--- src/design/bdf_pkg.sv ---
`timescale 1ns / 1ps
`default_nettype none

package bdf_pkg;

  // fixed field widths
  localparam int IN_VALUE_W = 32;
  localparam int CFG_W      = 4;
  localparam int CHAR_W     = 8;
  localparam int DIGIT_W    = 4;

  // parameter defaults
  localparam int NUM_DIGITS_DEF = 10;
  localparam int VALUE_BITS_DEF = 32;

  // register indexes
  localparam int CFG_IDX_W = 2;
  localparam logic [CFG_IDX_W-1:0] REG_DIGIT_COUNT    = 2'd0;
  localparam logic [CFG_IDX_W-1:0] REG_FIRST_DIGIT    = 2'd1;
  localparam logic [CFG_IDX_W-1:0] REG_DECIMAL_DIGITS = 2'd2;
  localparam logic [CFG_IDX_W-1:0] REG_DOT_ENABLE     = 2'd3;

  // register reset values
  localparam logic [CFG_W-1:0] DIGIT_COUNT_RST    = 4'd10;
  localparam logic [CFG_W-1:0] FIRST_DIGIT_RST    = 4'd0;
  localparam logic [CFG_W-1:0] DECIMAL_DIGITS_RST = 4'd0;
  localparam logic             DOT_ENABLE_RST     = 1'b0;

  // digit arithmetic and characters
  localparam logic [DIGIT_W-1:0] DIGIT_TEN  = 4'd10;
  localparam logic [DIGIT_W-1:0] DIGIT_HALF = 4'd5;
  localparam logic [CHAR_W-1:0]  CHAR_ZERO  = 8'h30;
  localparam logic [CHAR_W-1:0]  CHAR_DOT   = 8'h2E;
  localparam logic [CHAR_W-1:0]  CHAR_A     = 8'h41;

  typedef struct packed {
    logic load;        // capture input word, clear digits
    logic shift;       // one conversion step
    logic emit_digit;  // load digit char into output register
    logic emit_dot;    // load '.' into output register
    logic last;        // last flag for the char being loaded
    logic advance;     // step to next window position
  } cmd_t;

  typedef struct packed {
    logic conv_last;   // final conversion step this cycle
    logic win_empty;   // window has zero length
    logic at_dot;      // dot follows current position
    logic at_end;      // current position is the last digit
    logic out_free;    // output register can take a char
  } stat_t;

  function automatic logic [CHAR_W-1:0] to_ascii(input logic [DIGIT_W-1:0] d);
    logic [CHAR_W-1:0] d8;
    d8 = {{(CHAR_W-DIGIT_W){1'b0}}, d};
    if (d < DIGIT_TEN) begin
      return CHAR_ZERO + d8;
    end else begin
      return CHAR_A + d8 - {{(CHAR_W-DIGIT_W){1'b0}}, DIGIT_TEN};
    end
  endfunction

endpackage

`default_nettype wire

--- src/design/bdf_ctrl.sv ---
`timescale 1ns / 1ps
`default_nettype none

module bdf_ctrl (
  input  wire logic          clk,
  input  wire logic          rst_n,
  input  wire logic          in_valid,
  output logic               in_stall,
  input  wire bdf_pkg::stat_t st,
  output bdf_pkg::cmd_t      cmd
);
  import bdf_pkg::*;

  localparam logic [1:0] S_IDLE  = 2'd0;
  localparam logic [1:0] S_CONV  = 2'd1;
  localparam logic [1:0] S_DIGIT = 2'd2;
  localparam logic [1:0] S_DOT   = 2'd3;

  logic [1:0] state_r, state_nxt;

  assign in_stall = (state_r != S_IDLE);

  always_comb begin
    state_nxt = state_r;
    cmd       = '0;
    unique case (state_r)
      S_IDLE: begin
        if (in_valid) begin
          cmd.load  = 1'b1;
          state_nxt = S_CONV;
        end
      end
      S_CONV: begin
        cmd.shift = 1'b1;
        if (st.conv_last) begin
          state_nxt = st.win_empty ? S_IDLE : S_DIGIT;
        end
      end
      S_DIGIT: begin
        if (st.out_free) begin
          cmd.emit_digit = 1'b1;
          cmd.last       = st.at_end && !st.at_dot;
          if (st.at_dot) begin
            state_nxt = S_DOT;
          end else if (st.at_end) begin
            state_nxt = S_IDLE;
          end else begin
            cmd.advance = 1'b1;
          end
        end
      end
      S_DOT: begin
        if (st.out_free) begin
          cmd.emit_dot = 1'b1;
          cmd.last     = st.at_end;
          if (st.at_end) begin
            state_nxt = S_IDLE;
          end else begin
            cmd.advance = 1'b1;
            state_nxt   = S_DIGIT;
          end
        end
      end
      default: state_nxt = S_IDLE;
    endcase
  end

  always_ff @(posedge clk) begin
    if (!rst_n) begin
      state_r <= S_IDLE;
    end else begin
      state_r <= state_nxt;
    end
  end

  a_load_to_conv: assert property (@(posedge clk) disable iff (!rst_n)
    (in_valid && !in_stall) |=> (state_r == S_CONV))
    else $error("accepted word did not start conversion");

  a_emit_free: assert property (@(posedge clk) disable iff (!rst_n)
    (cmd.emit_digit || cmd.emit_dot) |-> st.out_free)
    else $error("char loaded into busy output register");

  a_emit_excl: assert property (@(posedge clk) disable iff (!rst_n)
    !(cmd.emit_digit && cmd.emit_dot))
    else $error("digit and dot loaded together");

endmodule

`default_nettype wire

--- src/design/bdf_datapath.sv ---
`timescale 1ns / 1ps
`default_nettype none

module bdf_datapath #(
  parameter int NUM_DIGITS = bdf_pkg::NUM_DIGITS_DEF,
  parameter int VALUE_BITS = bdf_pkg::VALUE_BITS_DEF
) (
  input  wire logic                              clk,
  input  wire logic                              rst_n,
  input  wire logic [bdf_pkg::IN_VALUE_W-1:0]    in_value,
  input  wire logic                              cfg_we,
  input  wire logic [bdf_pkg::CFG_IDX_W-1:0]     cfg_index,
  input  wire logic [bdf_pkg::CFG_W-1:0]         cfg_data,
  input  wire bdf_pkg::cmd_t                     cmd,
  output bdf_pkg::stat_t                         st,
  output logic                                   out_valid,
  input  wire logic                              out_stall,
  output logic [bdf_pkg::CHAR_W-1:0]             out_char_out,
  output logic                                   out_last
);
  import bdf_pkg::*;

  localparam int WW = $clog2(NUM_DIGITS + 16);
  localparam int PW = (NUM_DIGITS > 1) ? $clog2(NUM_DIGITS) : 1;
  localparam int BW = $clog2(VALUE_BITS);

  logic [CFG_W-1:0] digit_count_r, first_digit_r, decimal_digits_r;
  logic             dot_enable_r;

  logic [VALUE_BITS-1:0]            shift_r;
  logic [BW-1:0]                    bit_cnt_r;
  logic [DIGIT_W-1:0]               dig_r    [NUM_DIGITS];
  logic [DIGIT_W-1:0]               dig_nxt  [NUM_DIGITS];
  logic [WW-1:0]                    k_r;
  logic                             out_valid_r;
  logic [CHAR_W-1:0]                out_char_r;
  logic                             out_last_r;

  logic [VALUE_BITS+IN_VALUE_W-1:0] value_ext;
  logic [NUM_DIGITS-1:0]            carry;
  logic [DIGIT_W-1:0]               dbl;
  logic [WW-1:0] fd_w, start_w, room_w, dc_w, len_w, dd_w, dot_at_w, pos_w;

  // configuration registers
  always_ff @(posedge clk) begin
    if (!rst_n) begin
      digit_count_r    <= DIGIT_COUNT_RST;
      first_digit_r    <= FIRST_DIGIT_RST;
      decimal_digits_r <= DECIMAL_DIGITS_RST;
      dot_enable_r     <= DOT_ENABLE_RST;
    end else if (cfg_we) begin
      unique case (cfg_index)
        REG_DIGIT_COUNT:    digit_count_r    <= cfg_data;
        REG_FIRST_DIGIT:    first_digit_r    <= cfg_data;
        REG_DECIMAL_DIGITS: decimal_digits_r <= cfg_data;
        REG_DOT_ENABLE:     dot_enable_r     <= cfg_data[0];
        default: ;
      endcase
    end
  end

  // window geometry
  always_comb begin
    fd_w     = WW'(first_digit_r);
    start_w  = (fd_w >= WW'(NUM_DIGITS)) ? WW'(NUM_DIGITS - 1) : fd_w;
    room_w   = WW'(NUM_DIGITS) - start_w;
    dc_w     = WW'(digit_count_r);
    len_w    = (dc_w > room_w) ? room_w : dc_w;
    dd_w     = WW'(decimal_digits_r);
    dot_at_w = (dot_enable_r && (dd_w < len_w)) ? (len_w - dd_w) : '0;
    pos_w    = start_w + len_w - k_r;
  end

  // one double-dabble step; a digit >= 5 carries into the next digit after doubling
  always_comb begin
    carry[0] = shift_r[VALUE_BITS-1];
    for (int i = 1; i < NUM_DIGITS; i++) begin
      carry[i] = (dig_r[i-1] >= DIGIT_HALF);
    end
    for (int i = 0; i < NUM_DIGITS; i++) begin
      dbl = {dig_r[i][DIGIT_W-2:0], carry[i]};
      // top digit is never reduced, wraps in its nibble
      if ((i < NUM_DIGITS - 1) && (dig_r[i] >= DIGIT_HALF)) begin
        dig_nxt[i] = dbl - DIGIT_TEN;
      end else begin
        dig_nxt[i] = dbl;
      end
    end
  end

  assign value_ext = {{VALUE_BITS{1'b0}}, in_value};

  always_ff @(posedge clk) begin
    if (cmd.load) begin
      shift_r   <= value_ext[VALUE_BITS-1:0];
      bit_cnt_r <= BW'(VALUE_BITS - 1);
      k_r       <= WW'(1);
      for (int i = 0; i < NUM_DIGITS; i++) begin
        dig_r[i] <= '0;
      end
    end else begin
      if (cmd.shift) begin
        shift_r   <= {shift_r[VALUE_BITS-2:0], 1'b0};
        bit_cnt_r <= bit_cnt_r - BW'(1);
        for (int i = 0; i < NUM_DIGITS; i++) begin
          dig_r[i] <= dig_nxt[i];
        end
      end
      if (cmd.advance) begin
        k_r <= k_r + WW'(1);
      end
    end
  end

  // output register
  always_ff @(posedge clk) begin
    if (!rst_n) begin
      out_valid_r <= 1'b0;
    end else if (cmd.emit_digit || cmd.emit_dot) begin
      out_valid_r <= 1'b1;
    end else if (!out_stall) begin
      out_valid_r <= 1'b0;
    end
  end

  always_ff @(posedge clk) begin
    if (cmd.emit_digit) begin
      out_char_r <= to_ascii(dig_r[pos_w[PW-1:0]]);
      out_last_r <= cmd.last;
    end else if (cmd.emit_dot) begin
      out_char_r <= CHAR_DOT;
      out_last_r <= cmd.last;
    end
  end

  assign out_valid    = out_valid_r;
  assign out_char_out = out_char_r;
  assign out_last     = out_last_r;

  always_comb begin
    st.conv_last = (bit_cnt_r == '0);
    st.win_empty = (len_w == '0);
    st.at_dot    = (k_r == dot_at_w);
    st.at_end    = (k_r == len_w);
    st.out_free  = !out_valid_r || !out_stall;
  end

  a_pos_in_window: assert property (@(posedge clk) disable iff (!rst_n)
    cmd.emit_digit |-> ((k_r != '0) && (k_r <= len_w)))
    else $error("digit position outside window");

endmodule

`default_nettype wire

--- src/design/binary_to_decimal_ascii_formatter_top.sv ---
`timescale 1ns / 1ps
`default_nettype none

// Port group  Direction  Signals                        Notes
// in_         input      in_valid, in_stall, in_value   one binary word per value
// out_         output     out_valid, out_stall,          ASCII chars of each word,
//                        out_char_out, out_last         out_last on final char
// cfg_        input      cfg_we, cfg_index, cfg_data    write only, no wait
//
// A word is accepted in S_IDLE, converted in S_CONV by one double-dabble step
// per input bit, then emitted from S_DIGIT and S_DOT one char per cycle while
// the output register is free; output stalls hold the emission.
// The output register lets the next word be accepted while the last char waits.
// Reset is synchronous: config returns to defaults, no storage needs clearing.

module binary_to_decimal_ascii_formatter_top #(
  parameter int NUM_DIGITS = bdf_pkg::NUM_DIGITS_DEF,
  parameter int VALUE_BITS = bdf_pkg::VALUE_BITS_DEF
) (
  input  wire logic                           clk,
  input  wire logic                           rst_n,
  input  wire logic                           in_valid,
  output logic                                in_stall,
  input  wire logic [bdf_pkg::IN_VALUE_W-1:0] in_value,
  output logic                                out_valid,
  input  wire logic                           out_stall,
  output logic [bdf_pkg::CHAR_W-1:0]          out_char_out,
  output logic                                out_last,
  input  wire logic                           cfg_we,
  input  wire logic [bdf_pkg::CFG_IDX_W-1:0]  cfg_index,
  input  wire logic [bdf_pkg::CFG_W-1:0]      cfg_data
);
  import bdf_pkg::*;

  cmd_t  cmd;
  stat_t st;

  bdf_ctrl u_ctrl (
    .clk      (clk),
    .rst_n    (rst_n),
    .in_valid (in_valid),
    .in_stall (in_stall),
    .st       (st),
    .cmd      (cmd)
  );

  bdf_datapath #(
    .NUM_DIGITS (NUM_DIGITS),
    .VALUE_BITS (VALUE_BITS)
  ) u_datapath (
    .clk          (clk),
    .rst_n        (rst_n),
    .in_value     (in_value),
    .cfg_we       (cfg_we),
    .cfg_index    (cfg_index),
    .cfg_data     (cfg_data),
    .cmd          (cmd),
    .st           (st),
    .out_valid    (out_valid),
    .out_stall    (out_stall),
    .out_char_out (out_char_out),
    .out_last     (out_last)
  );

endmodule

`default_nettype wire

--- config.mk ---
export PLATFORM = sky130hd
export DESIGN_NAME = binary_to_decimal_ascii_formatter_top
export DESIGN_NICKNAME = d
export VERILOG_FILES = /design/src/design/bdf_pkg.sv /design/src/design/bdf_ctrl.sv /design/src/design/bdf_datapath.sv /design/src/design/binary_to_decimal_ascii_formatter_top.sv
export SDC_FILE = /design/constraint.sdc
export NUM_CORES = 1
export LEC_CHECK = 0
export ABC_AREA = 1
export BUFFER_PORTS_ARGS = -buffer_cell sky130_fd_sc_hd__buf_2
export CORE_UTILIZATION = 60
export DETAILED_ROUTE_END_ITERATION = 10
export PLACE_DENSITY_LB_ADDON = 0.1
export SLEW_MARGIN = 20
export SYNTH_ARGS = -nofsm -noshare
export SYNTH_HDL_FRONTEND = slang
export SYNTH_SLANG_ARGS = --single-unit
--- constraint.sdc ---
create_clock -name clk -period 5.2 [get_ports clk]
set_input_delay 0.52 -clock clk [delete_from_list [all_inputs] [get_ports clk]]
set_output_delay 0.52 -clock clk [all_outputs]
set_load 0.01 [all_outputs]
## After elaboration in Yosys (flattened, before gate mapping)

Memories as Yosys holds them, arrays and structs flattened.
Index checks and enable logic that the tools add are counted.

- $add $sub $neg: 18
- Magnitude comparators: 13
- Equal/unequal tests: 14
- Muxes and demuxes: 56
- Bitwise logic cells: 10
- Reduce and logical (&&, ||, !) cells: 19

Operators with widths:

| kind | number |
|---|---|
| $mux W4 | 20 |
| $mux W32 | 2 |
| $ge A4 B3 Y1 const B | 9 |
| $sub A4 B4 Y4 const B | 9 |
| $mux W8 | 3 |
| $mux W2 | 9 |
| $mux W1 | 17 |
| $eq A5 B5 Y1 | 2 |
| $logic_not A5 Y1 | 2 |
| $mux W5 | 2 |
| $or A1 B1 Y1 | 10 |
| $add A7 B4 Y8 const A | 1 |
| $eq A2 B2 Y1 const B | 4 |
| $ne A2 B2 Y1 const B | 4 |
| $pmux W2 S4 | 1 |
| $reduce_and A2 Y1 | 4 |
| $sub A8 B4 Y8 const B | 1 |
| $add A6 B4 Y7 const A | 1 |
| $reduce_bool A2 Y1 | 3 |
| $add A5 B1 Y5 const B | 1 |
| $gt A4 B5 Y1 | 1 |
| $lt A4 B5 Y1 | 1 |
| $reduce_and A5 Y1 | 1 |
| $sub A4 B5 Y5 const A | 1 |
| 15 further kinds | 21 |

- Flip-flop bits (word level): 67
- RAM bits: 40
- Output and inout bits: 11
- Logic and storage cells: 142
- Memories: 1

Memories:

| memory | words | bits a word | rd ports | clocked after Yosys merged registers in | write ports | RTL line | source |
|---|---|---|---|---|---|---|---|
| u_datapath.dig_r | 10 | 4 | 11 | 0 | 10 | bdf_datapath.sv:32 | `logic [DIGIT_W-1:0] dig_r [NUM_DIGITS];` |

## Longest topological paths before layout

- Depth in word-level cells: 15
- Gate-level depth with buffers: 31
- Gate-level depth less buffers: 31

## Cells and area by module

Synthesis repeated with hierarchy kept, for this count alone.

- Cell total of the unflattened synthesis: 722
- Area, all modules: 6100.9 um^2

Modules (own cells, without submodules):

| module | times used | cells an instance | area an instance (um^2) |
|---|---|---|---|
| bdf_datapath | 1 | 689 | 5908.2 |
| bdf_ctrl | 1 | 33 | 192.7 |

## Worst setup path after synthesis

OpenSTA, ideal clock, no wires.

- Kind: reg-to-reg
- Start point: reg u_datapath.first_digit_r[1]
- End point: reg u_datapath.out_char_r[6], in the netlist u_datapath.out_char_out[6], data pin
- Library setup time: 0.259 ns
- Arrival: 4.020 ns
- Data required time: 4.941 ns
- Path slack: 0.921 ns
- Cell stages (with the launch flop): 26
- Period minus slack after synthesis: 4.279 ns
- Cells stage by stage: dfxtp_1 o21ai_1 nand2_1 inv_2 a21oi_1 ha_1 nand4_1 nand3b_4 nand2_4 nand2_1 o21a_1 inv_1 fa_1 fa_1 buf_2 inv_1 a21oi_1 o21ai_0 nand3_1 nand2_1 nand3b_1 nand2_2 ha_1 inv_1 nor2_4 nor3_2

- Word-level cells in the longest chain between the ends: 12

Ends and longest elaborated chain:

| element | RTL line | source |
|---|---|---|
| start, declared | bdf_datapath.sv:27 | `logic [CFG_W-1:0] digit_count_r, first_digit_r, decimal_digits_r;` |
| start signal, assigned | bdf_datapath.sv:54 | `REG_FIRST_DIGIT: first_digit_r <= cfg_data;` |
| $ge A4 B4 Y1 | bdf_datapath.sv:65 | `start_w = (fd_w >= WW'(NUM_DIGITS)) ? WW'(NUM_DIGITS - 1) : fd_w;` |
| $mux W4 * | bdf_datapath.sv:65 |  |
| $sub A4 B5 Y5 | bdf_datapath.sv:66 | `room_w = WW'(NUM_DIGITS) - start_w;` |
| $gt A4 B5 Y1 | bdf_datapath.sv:68 | `len_w = (dc_w > room_w) ? room_w : dc_w;` |
| $mux W5 | bdf_datapath.sv:68 |  |
| $add A4 B4 Y4 * | bdf_datapath.sv:71 | `pos_w = start_w + len_w - k_r;` |
| $sub A4 B4 Y4 * | bdf_datapath.sv:71 |  |
| $mem_v2 Z10 W4 * | - |  |
| $add A7 B4 Y8 | bdf_pkg.sv:59 | `return CHAR_A + d8 - {{(CHAR_W-DIGIT_W){1'b0}}, DIGIT_TEN};` |
| $sub A8 B4 Y8 | bdf_pkg.sv:59 |  |
| $mux W8 * | bdf_pkg.sv:56 | `if (d < DIGIT_TEN) begin` |
| $mux W8 * | bdf_datapath.sv:127 | `if (cmd.emit_digit) begin` |
| end signal, assigned | bdf_datapath.sv:128 | `out_char_r <= to_ascii(dig_r[pos_w[PW-1:0]]);` |
| end, declared | bdf_datapath.sv:36 | `logic [CHAR_W-1:0] out_char_r;` |

Mark *: on every way between the ends. The rest lies on a longest branch, timed or not.
A chain may end at the register's enable or synchronous reset.

## Worst setup path in the final report

- Start point: reg u_datapath.first_digit_r[1]
- End point: reg u_datapath.out_char_r[2], in the netlist u_datapath.out_char_out[2], data pin

Same word-level chain as after synthesis.

==> results.tsv <==
stage	metric	value	unit
setup_path	path_max_fanout	9	
setup_path	critPathMostFrequentCell	nand2_1	
setup_path	path_buf_inv	3	
global_routing	grt.overflow.total	0	
routing	vias_per_cell	5.38	
final_layout	multiInputGateArea	2820	um2
global_routing	grt_max_degree	57	
timing	tightest_slew	0.950	ns
synthesis	synthFlopType	edfxtp_1	
setup_path	path_delay_family	adder cells	
power_and_ir_drop	p_leak	0.00313	uW
routing	drcViolationCount	0	
synthesis	synthAdderAreaFrac	8.34	%
power_and_ir_drop	ir_drop	0.000271	V
setup_path	crit_type	reg -> reg	
global_routing	grt_pass1_vias	4810	
power_and_ir_drop	p_clk_share	12.4	%
timing	fmax	210	MHz
routing	wl_per_cell	13.6	um
clock_network	cts_tree	built	
clock_network	clockRootBuffer	clkbuf_8	
timing	rsz0062_at_grt	false	
floorplan	ioPinCount	54	
floorplan	die_x	104	um
routing	drt_wl_total	12.7	mm
final_layout	drive_gt1_share	13.7	%
global_routing	grt_antenna_before_repair	0	
synthesis	yosysTopAreaCellShare	38.7	%
placement	place_congestion	0.929	
synthesis	synthSimpleGateAreaFrac	23.8	%
clock_network	htree_levels	3	
routing	final_antenna_net_count	0	
status	outcome	finished, final reports clean	
power_and_ir_drop	pwr-share-seq	39.1	%
clock_network	clock_sinks	106	
routing	wl_met3	566	um
routing	drt-initial-drc-count	255	
power_and_ir_drop	powerDensity	613	nW/um2
final_layout	seqCellArea	2920	um2
final_layout	final_cell_mix	186 x nand2_1, 100 x inv_1, 80 x edfxtp_1	
setup_path	cp-end-kind	flop	
clock_network	insertion_delay	0.37	ns
placement	io_buffers	52	
synthesis	synthMuxAreaShare	0	%
final_layout	mostFrequentLayoutCell	nand2_1	
synthesis	synth_compound_area_share	12.0	%
power_and_ir_drop	power_frac_comb	48.5	%
placement	dp_hpwl	9.42	mm
synthesis	synth-edff-count	80	
synthesis	synth_top_family_by_area	simple AND/OR/NAND/NOR gates	
power_and_ir_drop	p_sw	1850	uW
setup_path	cp-start-kind	flop	
setup_path	max_stage_delay	0.66	ns
timing	min_period_over_period	91.4	%
floorplan	rows	36	
routing	wl_met2	6.12	mm
synthesis	syn_area_per_cell	8.35	um2
synthesis	synth.largest_area_cell	edfxtp_1	
final_layout	syn_to_final_growth	9.37	%
setup_path	critPathArrivalTime	4.88	ns
timing	tns	0	ns
synthesis	synth_area	6210	um2
routing	vias	5012	
synthesis	ys_types	41	
floorplan	core	9910	um2
final_layout	n_fill_cell	824	
floorplan	die_area	10800	um2
global_routing	grt_pass1_wl	21.4	mm
setup_path	crit_required	5.32	ns
final_layout	nNetsFinal	875	
clock_network	clock_path_buffers	2	
clock_network	clk_pin_slew_worst_paths	0.11	ns
global_routing	grt_usage	24.5	%
power_and_ir_drop	intPower	2310	uW
synthesis	syn_nets	826	
timing	maxSlewViolCount	0	
synthesis	yosysWarnings	0	
setup_path	cp_slowest_cell	fa_2	
clock_network	hold_buffers	0	
min_path	holdCritPathClass	in -> reg	
timing	finalSetupViolCount	0	
synthesis	synth_xor_area_share	1.13	%
synthesis	async_flop_share	0	%
power_and_ir_drop	switching_share	44.5	%
routing	top_layer	met4	
synthesis	ys_ff_latch	106	
synthesis	synthCells	744	
run	drv_cap	0	
final_layout	antenna_cells	0	
timing	post-route-min-period	4.76	ns
setup_path	cp_cell_sequence	o21ai_1 > nand2_1 > inv_2 > a21oi_1 > ha_1 > nand4_1 > nand3b_4 > nand2_4 > nand2_1 > o21a_1 > inv_1 > fa_1 > fa_2 > inv_1 > a21oi_1 > o21ai_0 > nand3_1 > nand2_1 > nand3b_1 > nand2_2 > ha_1 > nand2_1 > a21oi_1 > nand2_1	
clock_network	numCtsBuffers	9	
routing	met1_length	5.74	mm
power_and_ir_drop	power	4160	uW
timing	skew	0.0143	ns
routing	drt-pass1-iter-count	5	
synthesis	synthTopCellsByArea	edfxtp_1 39%, nand2_1 11%, dfxtp_1 8.4%, ha_1 7.1%, inv_1 6.0%	
final_layout	final_util	68.5	%
timing	finalHoldViolCount	0	
timing	relSlewSlack	36.3	%
synthesis	ys_seq_area_share	47.1	%
floorplan	start_util	62.7	%
floorplan	die_h	104	um
==> Yosys cell counts (8+ instances only) <==
library cell	count
nand4_1	8
o21ai_0	52
ha_1	35
nor3_1	11
a21oi_1	63
nand3_1	46
nand2_1	187
o21ai_1	8
nand2_2	9
inv_1	100
dfxtp_1	26
edfxtp_1	80
clkbuf_1	13
nor2_1	45
==> cells by family after synthesis <==
kind of cell    after synthesis
simple gates                327
compound gates              138
buf+inv                     125
flops                       106
fa+ha+maj                    39
xor+xnor                      8
other cells                   1
==> repair_timing <==
action                                 4_1_cts  5_1_grt
endpoints found under the hold margin        0        0
buffers inserted                             0        0
gates resized for setup                      0        1
setup endpoints to repair                    0        3
==> registers in the layout (all words and copies together), names as in the netlist <==
register                     count
u_datapath.k_r                   5
u_datapath.decimal_digits_r      4
u_datapath.out_char_out          7
u_datapath.dig_r                40
u_datapath.out_last              1
u_datapath.dot_enable_r          1
u_ctrl.state_r                   2
u_datapath.digit_count_r         4
u_datapath.first_digit_r         4
u_datapath.bit_cnt_r             5
u_datapath.out_valid             1
u_datapath.shift_r              32
==> final timing paths <==
check	start	end	slack, ns	depth (start not counted)
worst min register to register	u_datapath.decimal_digits_r[3]	u_datapath.decimal_digits_r[3]	0.46	2
worst min-delay path	in_value[14]	u_datapath.shift_r[14]	0.40	3
worst max register to register	u_datapath.first_digit_r[1]	u_datapath.out_char_out[2]	0.44	24
worst max-delay path	u_datapath.first_digit_r[1]	u_datapath.out_char_out[2]	0.44	24
==> metal layers <==
| metal | up-vias | track usage (%) |
|---|---|---|
| li1 | 2566 | - |
| met1 | 2293 | 31.4 |
| met2 | 126 | 41.3 |
| met3 | 27 | 3.90 |
| met4 | 0 | 10.6 |
| met5 | - | 0 |
==> power by group through the flow <==
stage	Sequential, uW	Clock (uW)	Combinational [uW]
after global placement	1630	0	1920
after CTS	1630	528	2030
after detailed placement	1640	0	2020
final	1630	517	2020
after global routing	1670	561	2290
after floorplan	1590	0	1580
==> stage by stage <==
step	setup WS, ns	area, um2	hold WS (ns)	instances
after CTS	0.335	6790	0.382	931
after detailed placement	0.350	6600	0.456	915
after global routing	0.0577	6790	0.384	931
after floorplan	0.921	6210	0.433	744
final	0.445	6790	0.402	931
after global placement	0.591	6600	0.454	915
==> final cells by class <==
| type | count | share of cell area, % |
|---|---|---|
| Sequential cell | 106 | 43.0 |
| Multi-Input combinational cell | 513 | 41.5 |
| Clock inverter | 5 | 0.939 |
| Timing Repair Buffer | 56 | 4.27 |
| Tap cell | 133 | 2.45 |
| Clock buffer | 11 | 1.93 |
| Inverter | 107 | 5.91 |
==> tightest hold or removal path, cell delays in order <==
cell     delay [ns]
buf_2          0.07
nand2_1        0.04
nand2_1        0.04
Note: power is estimated with default switching activity, not from simulation.
